`config.mk`:
```
export PLATFORM = sky130hd
export DESIGN_NAME = ipv4_dest_blacklist_filter_top
export DESIGN_NICKNAME = d
export VERILOG_FILES = /design/src/ipv4bl_pkg.sv /design/src/ipv4bl_front.sv /design/src/ipv4bl_queue.sv /design/src/ipv4bl_back.sv /design/src/ipv4_dest_blacklist_filter_top.sv
export SDC_FILE = /design/constraint.sdc
export NUM_CORES = 1
export LEC_CHECK = 0
export BUFFER_PORTS_ARGS = -buffer_cell sky130_fd_sc_hd__buf_4
export CAP_MARGIN = 0
export CORE_UTILIZATION = 67
export CTS_BUF_LIST = sky130_fd_sc_hd__clkbuf_4 sky130_fd_sc_hd__clkbuf_8 sky130_fd_sc_hd__clkbuf_16
export CTS_CLUSTER_SIZE = 40
export DETAILED_ROUTE_END_ITERATION = 10
export GPL_ROUTABILITY_DRIVEN = 1
export PLACE_DENSITY = 0.88
export SLEW_MARGIN = 20
export SYNTH_ARGS = -nofsm -noshare
export SYNTH_HDL_FRONTEND = slang
export SYNTH_HIERARCHICAL = 1
export SYNTH_SLANG_ARGS = --single-unit
```
`constraint.sdc`:
```
create_clock -name i_clk -period 14.8 [get_ports i_clk]
set_input_delay 2.96 -clock i_clk [delete_from_list [all_inputs] [get_ports i_clk]]
set_output_delay 2.96 -clock i_clk [all_outputs]
set_load 0.05 [all_outputs]
```
`src/ipv4bl_pkg.sv`:
```
// Shared types and constants of the IPv4 destination blacklist filter.
`timescale 1ns / 1ps

package ipv4bl_pkg;

    localparam int TABLE_ENTRIES_DEF = 16;
    localparam int Q_DEPTH           = 2;

    localparam logic [1:0]  OP_INSERT      = 2'd0;
    localparam logic [1:0]  OP_CLEAR       = 2'd1;
    localparam logic [1:0]  OP_CHECK       = 2'd2;
    localparam logic [15:0] ETHERTYPE_IPV4 = 16'h0800;
    localparam logic [7:0]  PROTO_TCP      = 8'd6;
    localparam logic [7:0]  PROTO_UDP      = 8'd17;

    // Command kinds after classification by the front end.
    typedef enum logic [1:0] {
        K_INSERT = 2'd0,
        K_CLEAR  = 2'd1,
        K_CHECK  = 2'd2,
        K_NOP    = 2'd3
    } t_kind;

    typedef struct packed {
        t_kind       kind;
        logic [31:0] addr;
        logic [15:0] port;
    } t_cmd;

endpackage

```
`src/ipv4bl_front.sv`:
```
// Front end: takes an item and classifies it into a command for the queue.
`timescale 1ns / 1ps

module ipv4bl_front
    import ipv4bl_pkg::*;
(
    input  logic        i_start,
    input  logic        i_full,
    input  logic [1:0]  i_op,
    input  logic [31:0] i_rule_addr,
    input  logic [15:0] i_rule_port,
    input  logic [15:0] i_ethertype,
    input  logic [7:0]  i_ip_protocol,
    input  logic [31:0] i_dest_addr,
    input  logic [15:0] i_dest_port,
    output logic        o_push,
    output t_cmd        o_cmd
);

    logic qualify;

    // Only TCP or UDP over IPv4 ever needs a table lookup.
    assign qualify = (i_ethertype == ETHERTYPE_IPV4) &&
                     ((i_ip_protocol == PROTO_TCP) || (i_ip_protocol == PROTO_UDP));

    assign o_push = i_start && !i_full;

    always_comb begin
        o_cmd.kind = K_NOP;
        o_cmd.addr = i_dest_addr;
        o_cmd.port = i_dest_port;
        unique case (i_op)
            OP_INSERT: begin
                o_cmd.kind = K_INSERT;
                o_cmd.addr = i_rule_addr;
                o_cmd.port = i_rule_port;
            end
            OP_CLEAR: begin
                o_cmd.kind = K_CLEAR;
            end
            OP_CHECK: begin
                o_cmd.kind = qualify ? K_CHECK : K_NOP;
            end
            default: begin
                o_cmd.kind = K_NOP;
            end
        endcase
    end

endmodule

```
`src/ipv4bl_queue.sv`:
```
// Short command queue between the front end and the back end.
`timescale 1ns / 1ps

module ipv4bl_queue
    import ipv4bl_pkg::*;
(
    input  logic i_clk,
    input  logic i_rst_n,
    input  logic i_push,
    input  t_cmd i_cmd,
    input  logic i_pop,
    output logic o_valid,
    output logic o_full,
    output t_cmd o_cmd
);

    localparam int QP_W = (Q_DEPTH > 1) ? $clog2(Q_DEPTH) : 1;
    localparam int QC_W = $clog2(Q_DEPTH + 1);

    t_cmd            r_mem [Q_DEPTH];
    logic [QP_W-1:0] r_wp, n_wp;
    logic [QP_W-1:0] r_rp, n_rp;
    logic [QC_W-1:0] r_cnt, n_cnt;
    logic            do_push;
    logic            do_pop;

    assign o_valid = (r_cnt != '0);
    assign o_full  = (r_cnt == QC_W'(Q_DEPTH));
    assign o_cmd   = r_mem[r_rp];
    assign do_push = i_push && !o_full;
    assign do_pop  = i_pop && o_valid;

    always_comb begin
        n_wp  = r_wp;
        n_rp  = r_rp;
        n_cnt = r_cnt;
        if (do_push) begin
            n_wp = (r_wp == QP_W'(Q_DEPTH - 1)) ? '0 : r_wp + 1'b1;
        end
        if (do_pop) begin
            n_rp = (r_rp == QP_W'(Q_DEPTH - 1)) ? '0 : r_rp + 1'b1;
        end
        if (do_push && !do_pop) begin
            n_cnt = r_cnt + 1'b1;
        end else if (do_pop && !do_push) begin
            n_cnt = r_cnt - 1'b1;
        end
    end

    always_ff @(posedge i_clk) begin
        if (!i_rst_n) begin
            r_wp  <= '0;
            r_rp  <= '0;
            r_cnt <= '0;
        end else begin
            r_wp  <= n_wp;
            r_rp  <= n_rp;
            r_cnt <= n_cnt;
        end
    end

    always_ff @(posedge i_clk) begin
        if (do_push) begin
            r_mem[r_wp] <= i_cmd;
        end
    end

endmodule

```
`src/ipv4bl_back.sv`:
```
// Back end: rule table lanes, fill count and result register.
`timescale 1ns / 1ps

module ipv4bl_back
    import ipv4bl_pkg::*;
#(
    parameter int TABLE_ENTRIES = TABLE_ENTRIES_DEF,
    parameter int CNT_W         = $clog2(TABLE_ENTRIES + 1)
) (
    input  logic             i_clk,
    input  logic             i_rst_n,
    input  logic             i_valid,
    input  t_cmd             i_cmd,
    output logic             o_valid,
    output logic             o_drop,
    output logic             o_status,
    output logic [CNT_W-1:0] o_rule_count
);

    logic [31:0]              r_addr [TABLE_ENTRIES];
    logic [15:0]              r_port [TABLE_ENTRIES];
    logic [CNT_W-1:0]         r_count, n_count;
    logic [TABLE_ENTRIES-1:0] hit;
    logic                     table_full;
    logic                     do_ins;
    logic                     is_chk;

    logic                     r_s1_valid;
    logic [TABLE_ENTRIES-1:0] r_s1_hit;
    logic                     r_s1_status;
    logic [CNT_W-1:0]         r_s1_count;

    // Rules fill the table from slot zero up, so slot i holds a rule iff i < count.
    assign table_full = (r_count == CNT_W'(TABLE_ENTRIES));
    assign do_ins     = i_valid && (i_cmd.kind == K_INSERT) && !table_full;
    assign is_chk     = i_valid && (i_cmd.kind == K_CHECK);

    always_comb begin
        n_count = r_count;
        if (i_valid) begin
            unique case (i_cmd.kind)
                K_INSERT: begin
                    if (!table_full) begin
                        n_count = r_count + 1'b1;
                    end
                end
                K_CLEAR: begin
                    n_count = '0;
                end
                default: begin
                    n_count = r_count;
                end
            endcase
        end
    end

    for (genvar g = 0; g < TABLE_ENTRIES; g++) begin : g_lane
        always_ff @(posedge i_clk) begin
            if (do_ins && (r_count == CNT_W'(g))) begin
                r_addr[g] <= i_cmd.addr;
                r_port[g] <= i_cmd.port;
            end
        end

        // A rule port of zero is a wildcard.
        assign hit[g] = (CNT_W'(g) < r_count) && (r_addr[g] == i_cmd.addr) &&
                        ((r_port[g] == '0) || (r_port[g] == i_cmd.port));
    end

    always_ff @(posedge i_clk) begin
        if (!i_rst_n) begin
            r_count    <= '0;
            r_s1_valid <= 1'b0;
        end else begin
            r_count    <= n_count;
            r_s1_valid <= i_valid;
        end
    end

    always_ff @(posedge i_clk) begin
        r_s1_hit    <= is_chk ? hit : '0;
        r_s1_status <= i_valid && (i_cmd.kind == K_INSERT) && table_full;
        r_s1_count  <= n_count;
    end

    assign o_valid      = r_s1_valid;
    assign o_drop       = |r_s1_hit;
    assign o_status     = r_s1_status;
    assign o_rule_count = r_s1_count;

endmodule

```
`src/ipv4_dest_blacklist_filter_top.sv`:
```
// Top level of the IPv4 destination blacklist filter.
// A result strobes on o_valid after the item passes the queue and the result register.
// Throughput: one item per cycle; the back end drains the queue every cycle, so
// busy stays low in normal use and results come out in order of acceptance.
// Reset (i_rst_n low, synchronous) empties the queue and the rule table count.
// The receiver cannot stall: every result is shown for exactly one cycle.
`timescale 1ns / 1ps

module ipv4_dest_blacklist_filter_top
    import ipv4bl_pkg::*;
#(
    parameter int TABLE_ENTRIES = TABLE_ENTRIES_DEF
) (
    input  logic                               i_clk,
    input  logic                               i_rst_n,
    input  logic                               start,
    output logic                               busy,
    input  logic [1:0]                         i_op,
    input  logic [31:0]                        i_rule_addr,
    input  logic [15:0]                        i_rule_port,
    input  logic [15:0]                        i_ethertype,
    input  logic [7:0]                         i_ip_protocol,
    input  logic [31:0]                        i_dest_addr,
    input  logic [15:0]                        i_dest_port,
    output logic                               o_valid,
    output logic                               o_drop,
    output logic                               o_status,
    output logic [$clog2(TABLE_ENTRIES+1)-1:0] o_rule_count
);

    localparam int CNT_W = $clog2(TABLE_ENTRIES + 1);

    logic push;
    t_cmd front_cmd;
    logic q_valid;
    logic q_full;
    t_cmd q_cmd;

    assign busy = q_full;

    ipv4bl_front u_front (
        .i_start      (start),
        .i_full       (q_full),
        .i_op         (i_op),
        .i_rule_addr  (i_rule_addr),
        .i_rule_port  (i_rule_port),
        .i_ethertype  (i_ethertype),
        .i_ip_protocol(i_ip_protocol),
        .i_dest_addr  (i_dest_addr),
        .i_dest_port  (i_dest_port),
        .o_push       (push),
        .o_cmd        (front_cmd)
    );

    ipv4bl_queue u_queue (
        .i_clk  (i_clk),
        .i_rst_n(i_rst_n),
        .i_push (push),
        .i_cmd  (front_cmd),
        .i_pop  (q_valid),
        .o_valid(q_valid),
        .o_full (q_full),
        .o_cmd  (q_cmd)
    );

    ipv4bl_back #(
        .TABLE_ENTRIES(TABLE_ENTRIES),
        .CNT_W        (CNT_W)
    ) u_back (
        .i_clk       (i_clk),
        .i_rst_n     (i_rst_n),
        .i_valid     (q_valid),
        .i_cmd       (q_cmd),
        .o_valid     (o_valid),
        .o_drop      (o_drop),
        .o_status    (o_status),
        .o_rule_count(o_rule_count)
    );

    // The back end pops every cycle, so the queue never fills up.
    a_never_busy: assert property (@(posedge i_clk) disable iff (!i_rst_n) !busy)
        else $error("command queue filled up");

    a_latency: assert property (@(posedge i_clk) disable iff (!i_rst_n)
        (start && !busy) |=> ##1 o_valid)
        else $error("accepted item produced no result two cycles later");

    a_count_range: assert property (@(posedge i_clk) disable iff (!i_rst_n)
        o_valid |-> (o_rule_count <= CNT_W'(TABLE_ENTRIES)))
        else $error("rule count above table size");

    a_refuse_full: assert property (@(posedge i_clk) disable iff (!i_rst_n)
        (o_valid && o_status) |-> ((o_rule_count == CNT_W'(TABLE_ENTRIES)) && !o_drop))
        else $error("insert refused while table not full");

endmodule
```
* Word-level counts from Yosys, hierarchy flattened
Memories as Yosys holds them, arrays and structs flattened. A register that Yosys moved wholly into a read port is not among the register bits.
Cells that the tools add are included.
** Storage, ports and cells
- Memory bits (writable) :: 868
- Memories :: 3
- Output and inout bits :: 9
- Input bits :: 125
- Flip-flop bits (word level) :: 32
- Logic and storage cells :: 354
** Memories
- u_back.r_addr :: depth 16, bits a word 32, rd ports 16, clocked after Yosys merged registers in 0, write ports 1, RTL line ipv4bl_back.sv:20 : logic [31:0] r_addr [TABLE_ENTRIES];
- u_back.r_port :: depth 16, bits a word 16, rd ports 16, clocked after Yosys merged registers in 0, write ports 1, RTL line ipv4bl_back.sv:21 : logic [15:0] r_port [TABLE_ENTRIES];
- u_queue.r_mem :: depth 2, bits a word 50, rd ports 1, clocked after Yosys merged registers in 1, write ports 1, RTL line ipv4bl_queue.sv:20 : t_cmd r_mem [Q_DEPTH];
** Operators by class
- $add $sub $neg :: 5
- Eq/ne operators :: 56
- Reductions and logical operators :: 130
- Muxes and demuxes :: 136
- $lt $le $gt $ge :: 16
** Operators by type and width (number)
- 32-bit equality test :: 16
- 32-bit two-way mux :: 15
- 32-bit OR reduction :: 15
- 16-bit equality test :: 16
- 16-bit zero test :: 16
- 16-bit OR reduction :: 16
- 16-bit two-way mux :: 15
- 4-bit two-way mux :: 30
- 1-bit two-way mux :: 69
- 1-bit logical AND :: 57
- 48-bit two-way mux :: 1
- 5-bit by 4-bit equality test with 1-bit output, second input constant :: 8
- 4-bit by 5-bit less-than comparator with 1-bit output, first input constant :: 8
- 5-bit by 3-bit equality test with 1-bit output, second input constant :: 4
- 3-bit by 5-bit less-than comparator with 1-bit output, first input constant :: 4
- 1-bit logical OR :: 17
- 16-bit by 12-bit equality test with 1-bit output, second input constant :: 1
- 5-bit by 2-bit equality test with 1-bit output, second input constant :: 2
- 1-bit by 5-bit less-than comparator with 1-bit output, first input constant :: 2
- 2-bit by 5-bit less-than comparator with 1-bit output, first input constant :: 2
- 5-bit two-way mux :: 2
- 5-bit one-hot mux with 2 select lines :: 1
- 8-bit by 3-bit equality test with 1-bit output, second input constant :: 1
- 8-bit by 5-bit equality test with 1-bit output, second input constant :: 1
- other kinds (14) :: 24

* Depth between registers and ports, before layout
- Depth after elaboration :: 22
- Gate-level depth with buffers :: 10
- Depth with buffers taken out :: 9

* Hierarchy
Netlist, hierarchy kept.
** By module, submodules not included
- ipv4bl_back :: cells an instance 2105, area an instance 34041.4 um^2, times used 1
- ipv4bl_queue :: cells an instance 181, area an instance 3831.2 um^2, times used 1
- ipv4bl_front :: cells an instance 65, area an instance 683.2 um^2, times used 1

* Least setup slack after synthesis
OpenSTA, ideal clock, no wires.
- Path type :: register to register
- From :: register (tool-made name)
- To :: memory u_back.r_addr[5][0], in the netlist u_back/r_addr[0][160], enable pin
- Stages on the path, launching flop included :: 7
- Path slack :: 8280 ps
- Period minus slack after synthesis :: 6520 ps
- Arrival time :: 5948 ps
- Setup time :: 572 ps
- Data required time :: 14228 ps
- Path through :: dfxtp_1 -> clkbuf_1 -> buf_2 -> mux2_1 -> nor2_1 -> nand3_1 -> nor4_1
** RTL lines (RTL line)
- to (decl) :: ipv4bl_back.sv:20

* Final worst setup path
- From :: register u_back.r_s1_hit[1]
- To :: output o_drop
** On the way
- Word-level cells in the longest chain between the ends :: 1
** RTL lines
- from (decl) :: RTL line ipv4bl_back.sv:29 : logic [TABLE_ENTRIES-1:0] r_s1_hit;
- from (signal assigned) :: RTL line ipv4bl_back.sv:81 : r_s1_hit <= is_chk ? hit : '0;
- 16-bit OR reduction :: RTL line ipv4bl_back.sv:87 : assign o_drop = |r_s1_hit;
- to (decl) :: RTL line ipv4_dest_blacklist_filter_top.sv:26 : output logic o_drop,
Every way passes these cells.

==> report_table.html <==
<table>
<tr><th>Metric</th><th>Value</th></tr>
<tr><th colspan="2">Run status</th></tr>
<tr><td>Result of the run</td><td>finished clean</td></tr>
<tr><th colspan="2">Drt</th></tr>
<tr><td>1st-pass router iterations</td><td>6</td></tr>
<tr><td>DRC viols</td><td>0</td></tr>
<tr><td>Post-detailed-route count of antenna-violating nets</td><td>0</td></tr>
<tr><td>Wire length reported by the detailed router</td><td>between 80000 and 90000 um</td></tr>
<tr><td>Starting DRC count in detailed routing</td><td>~2200</td></tr>
<tr><td>Post-detailed-route via-to-cell ratio</td><td>~6.4</td></tr>
<tr><td>Detailed-route wire length per cell</td><td>about 27 um</td></tr>
<tr><td>Total vias in the final route</td><td>approximately 21000</td></tr>
<tr><th colspan="2">Pwr</th></tr>
<tr><td>Power share of the clock group</td><td>28.3%</td></tr>
<tr><td>Peak supply drop</td><td>~0.18 mV</td></tr>
<tr><td>Static leakage</td><td>14.1 nW</td></tr>
<tr><td>Ratio of total power to cell area</td><td>approximately 180 nW/um^2</td></tr>
<tr><td>Switching fraction of total power</td><td>approximately a third</td></tr>
<tr><td>Internal portion of total power</td><td>approximately 5.1 mW</td></tr>
<tr><td>Overall power of the completed layout</td><td>around 7.6 mW</td></tr>
<tr><td>Proportion of power drawn by combinational gates</td><td>between 20 and 30%</td></tr>
<tr><td>Relative contribution of sequential cells to total power</td><td>between 40 and 50%</td></tr>
<tr><td>Switching Power</td><td>roughly 2.5 mW</td></tr>
<tr><th colspan="2">Critical path</th></tr>
<tr><td>WP data required</td><td>between 10 and 15 ns</td></tr>
<tr><td>Kind of cell adding the most delay to the critical path</td><td>simple AND/OR/NAND/NOR gates</td></tr>
<tr><td>Type of element launching the critical path</td><td>flip-flop</td></tr>
<tr><td>Category of the worst setup path capture point</td><td>output pin</td></tr>
<tr><td>Largest fanout of any net on the critical path</td><td>1</td></tr>
<tr><td>Classification of the worst setup path</td><td>flip-flop to output pin</td></tr>
<tr><td>CP arrival</td><td>between 1.5 and 2 ns</td></tr>
<tr><td>Worst path cell trace</td><td>nor4_1 &gt; nand4_1 &gt; buf_4</td></tr>
<tr><td>Longest individual stage delay on the worst path</td><td>approximately 0.31 ns</td></tr>
<tr><td>Worst path bufs/invs</td><td>1</td></tr>
<tr><td>Slowest library cell on the worst path</td><td>sky130_fd_sc_hd__dfxtp_1</td></tr>
<tr><th colspan="2">Timing</th></tr>
<tr><td>Fin. Hold Viols</td><td>0</td></tr>
<tr><td>Final clock skew</td><td>roughly 0.033 ns</td></tr>
<tr><td>Max-slew violations</td><td>0</td></tr>
<tr><td>WHS</td><td>around 0.6 ns</td></tr>
<tr><td>Share of the cycle needed by the critical path after routing</td><td>around 32%</td></tr>
<tr><td>Crit path time final</td><td>between 4 and 5 ns</td></tr>
<tr><td>Fin Setup TNS</td><td>0 ns</td></tr>
<tr><td>F_max</td><td>roughly 0.21 GHz</td></tr>
<tr><td>Worst setup slack after layout</td><td>about 10 ns</td></tr>
<tr><td>RSZ-0062 raised after global routing</td><td>no</td></tr>
<tr><td>Max-Slew Margin vs Limit</td><td>20.7%</td></tr>
<tr><td>Final-report setup violation count</td><td>0</td></tr>
<tr><td>Worst slew pin tran</td><td>1.18 ns</td></tr>
<tr><th colspan="2">Finish</th></tr>
<tr><td>Area used by multi-input combinational logic</td><td>between 10000 and 15000 um^2</td></tr>
<tr><td>Register Area</td><td>roughly 27000 um^2</td></tr>
<tr><td>Post-layout net count</td><td>2638</td></tr>
<tr><td>Area growth from synthesis to layout</td><td>11.2%</td></tr>
<tr><td>Fraction of final layout cells sized beyond drive strength 1</td><td>between 10% and 20%</td></tr>
<tr><td>Cell area after layout</td><td>around 43000 um^2</td></tr>
<tr><td>Count of non-filler cells in the finished layout</td><td>3334</td></tr>
<tr><td>Count of antenna diodes in the layout</td><td>0</td></tr>
<tr><td>Layout filler cell count</td><td>around 3100</td></tr>
<tr><td>Post-layout utilization of the core</td><td>approximately three quarters</td></tr>
<tr><th colspan="2">GRT</th></tr>
<tr><td>Overall overflow remaining after global route</td><td>0</td></tr>
<tr><td>Wire length of the first global-routing pass</td><td>around 130000 um</td></tr>
<tr><td>Antenna violations before repair</td><td>0</td></tr>
<tr><td>Number of global-route vias before repair</td><td>between 20000 and 25000</td></tr>
<tr><td>GRT Total Usage</td><td>between 30% and 40%</td></tr>
<tr><td>Pin count of the biggest net entering global routing</td><td>roughly 50</td></tr>
<tr><th colspan="2">Floorplanning</th></tr>
<tr><td>Die Y-Extent</td><td>242 um</td></tr>
<tr><td>Number of primary I/O pins</td><td>134</td></tr>
<tr><td>Core Area</td><td>between 50000 and 60000 um^2</td></tr>
<tr><td>Die outline area</td><td>about 59000 um^2</td></tr>
<tr><td>Width of the die</td><td>~240 um</td></tr>
<tr><td>Effective utilization at floorplan</td><td>about two thirds</td></tr>
<tr><td>Count of standard-cell rows</td><td>87</td></tr>
<tr><th colspan="2">Min path</th></tr>
<tr><td>Min-delay worst type</td><td>flip-flop to flip-flop</td></tr>
<tr><th colspan="2">Clock network</th></tr>
<tr><td>Clock latency at the later pin of the worst-skew pair</td><td>between 0.6 and 0.7 ns</td></tr>
<tr><td>Number of H-tree levels</td><td>3</td></tr>
<tr><td>TritonCTS clock tree</td><td>done</td></tr>
<tr><td>Total CTS buffers</td><td>85</td></tr>
<tr><td>Clk sink count</td><td>between 900 and 1000</td></tr>
<tr><td>Setup Buffers After CTS</td><td>0</td></tr>
<tr><td>CTS clock-pin slew for the worst setup and hold paths</td><td>around 0.060 ns</td></tr>
<tr><td>CTS Hold Buffers Added</td><td>0</td></tr>
<tr><td>Post-cts sizing count</td><td>0</td></tr>
<tr><td>Clock tree root buffer cell</td><td>sky130_fd_sc_hd__clkbuf_16</td></tr>
<tr><td>Clock buffer depth</td><td>3</td></tr>
<tr><th colspan="2">Synthesis</th></tr>
<tr><td>Count of yosys warnings during synthesis</td><td>6</td></tr>
<tr><td>Synthesized net count</td><td>around 2500</td></tr>
<tr><td>Area fraction of the dominant cell type after synthesis</td><td>about two thirds</td></tr>
<tr><td>Fraction of registers with async set or reset after synthesis</td><td>0%</td></tr>
<tr><td>Library cell occupying the most area in the post-synthesis netlist</td><td>sky130_fd_sc_hd__edfxtp_1</td></tr>
<tr><td>Count of flip-flops with a built-in enable after synthesis</td><td>between 800 and 900</td></tr>
<tr><td>Synthesized instance count</td><td>between 2000 and 2500</td></tr>
<tr><td>Number of distinct standard cells referenced by the synthesized netlist</td><td>just over 50</td></tr>
<tr><td>Synth cell count leaders</td><td>sky130_fd_sc_hd__edfxtp_1 (868), sky130_fd_sc_hd__xor2_1 (600), sky130_fd_sc_hd__nor4_1 (205)</td></tr>
<tr><td>Fraction of the yosys area taken by sequential cells</td><td>between 60 and 70%</td></tr>
<tr><td>Cell types occupying the most area after synthesis</td><td>sky130_fd_sc_hd__edfxtp_1 (68%), sky130_fd_sc_hd__xor2_1 (14%), sky130_fd_sc_hd__xnor2_1 (3.9%)</td></tr>
<tr><td>Ys flop type</td><td>sky130_fd_sc_hd__edfxtp_1</td></tr>
<tr><td>Most frequently used cell type in the post-synthesis netlist</td><td>sky130_fd_sc_hd__edfxtp_1</td></tr>
<tr><td>Post-Syn Area</td><td>just under 40000 um^2</td></tr>
<tr><td>Number of storage elements in the synthesis netlist</td><td>roughly 900</td></tr>
<tr><td>Mean instance size in the synthesized netlist</td><td>16.4 um^2</td></tr>
<tr><th colspan="2">Placement</th></tr>
<tr><td>Half-perimeter wire length after placement</td><td>~48000 um</td></tr>
<tr><td>Buffers on Ports</td><td>between 100 and 150</td></tr>
<tr><td>Final weighted congestion in routability-driven placement</td><td>0.855</td></tr>
<tr><td>Placed Instances</td><td>3178</td></tr>
<tr><td>Setup slack after placement</td><td>9.84 ns</td></tr>
<tr><td>Placed Area</td><td>approximately 40000 um^2</td></tr>
<tr><th colspan="2">Flow run</th></tr>
<tr><td>Max_cap viols</td><td>0</td></tr>
</table>
final cells by class:
type | count | share of cell area (%)
clock buffer | 109 | 5.48
clock inverter | 47 | 0.980
inverter | 7 | 0.0613
multi-input combinational | 1328 | 25.7
sequential | 901 | 62.3
tap | 756 | 2.21
timing repair buffer | 186 | 3.26
worst register-to-register path, delay by kind of cell (launching register included):
| family | cells | cell delay (ns) |
|---|---|---|
| compound gates | 2 | 1.19 |
| buf+inv | 2 | 1.05 |
| simple gates | 2 | 0.42 |
| mux | 1 | 0.34 |
| flops | 1 | 0.31 |
| xor+xnor | 1 | 0.22 |
placed cells by master, fill, tap and decap left out, types with 4 or more instances in the layout:
cell                        netlist  routed
sky130_fd_sc_hd__nor4_2          12      14
sky130_fd_sc_hd__mux2_2          92      93
sky130_fd_sc_hd__and2_1          14       8
sky130_fd_sc_hd__a2111oi_2       12      12
sky130_fd_sc_hd__mux2_1           6       5
sky130_fd_sc_hd__edfxtp_1       868     868
sky130_fd_sc_hd__nor2_4           0       4
sky130_fd_sc_hd__xor2_1         600     600
sky130_fd_sc_hd__nand4_1         92      92
sky130_fd_sc_hd__nand2_1         11      11
sky130_fd_sc_hd__clkinv_2         0      13
sky130_fd_sc_hd__a21oi_1          6       6
sky130_fd_sc_hd__bufinv_16        0       7
sky130_fd_sc_hd__a2111oi_0        4       4
sky130_fd_sc_hd__clkbuf_4         0      21
sky130_fd_sc_hd__buf_4           15     186
sky130_fd_sc_hd__and2_4           0       6
sky130_fd_sc_hd__nor2_1          14      10
sky130_fd_sc_hd__clkinv_1         0      21
sky130_fd_sc_hd__inv_1            6       6
sky130_fd_sc_hd__ha_1             4       4
sky130_fd_sc_hd__nand3_1         17      17
sky130_fd_sc_hd__dfxtp_1         33      32
sky130_fd_sc_hd__nor4_1         205     203
sky130_fd_sc_hd__o21ai_0          5       5
sky130_fd_sc_hd__clkbuf_16        0      87
sky130_fd_sc_hd__xnor2_1        171     171
sky130_fd_sc_hd__nor3_1          24      21
path summary, 6_finish.rpt:
| check | start | endpoint | slack (ns) | depth (start not counted) |
|---|---|---|---|---|
| max | u_back/r_s1_hit[1]$_SDFF_PN0_ | o_drop | 10.04 | 3 |
| min | u_queue/r_cnt[1]$_SDFFE_PN0P_ | u_queue/r_cnt[1]$_SDFFE_PN0P_ | 0.59 | 2 |
| max reg2reg | flip-flop | u_back/r_s1_hit[6]$_SDFF_PN0_ | 11.11 | 8 |
| min reg2reg | u_queue/r_cnt[1]$_SDFFE_PN0P_ | u_queue/r_cnt[1]$_SDFFE_PN0P_ | 0.59 | 2 |
flip-flops by register name, indices dropped and copies added, names as in the netlist, named ones only:
| name | cells |
|---|---|
| u_queue/r_mem | 100 |
| u_back/r_port | 256 |
| u_queue/r_cnt | 2 |
| u_back/r_count | 5 |
| u_back/o_valid | 1 |
| u_back/r_s1_hit | 16 |
| u_back/o_status | 1 |
| u_queue/r_wp | 1 |
| u_back/o_rule_count | 5 |
| u_queue/r_rp | 1 |
| u_back/r_addr | 512 |
power groups by stage:
stage	clock network, mW	logic (mW)	registers, mW
6_report	2.15	2.23	3.22
5_1_grt	2.26	2.33	3.22
4_1_cts	2.17	2.19	3.22
3_5_place_dp	0	2.14	3.27
3_3_place_gp	0	2.04	3.26
2_1_floorplan	0	1.55	3.26
metal layers:
metal / wire length (um) / up-vias / track usage, %
li1: - / 9105 / -
met2: 43500 / 1361 / 50.5
met3: 8150 / 258 / 4.67
met4: 4370 / 0 / 15.5
met5: 0 / - / 0
met1: 33200 / 10729 / 39.8
cell families (layout without fill, tap and decap cells):
kind of cell	Yosys count	in the layout	synth area share, %
flops	901	901	69.3
xor+xnor	771	771	17.5
simple gates	409	409	6.66
buf+inv	122	349	2.39
mux	98	98	2.86
compound gates	46	46	1.12
fa+ha+maj	4	4	0.130
(Power assumes the default switching activity.)
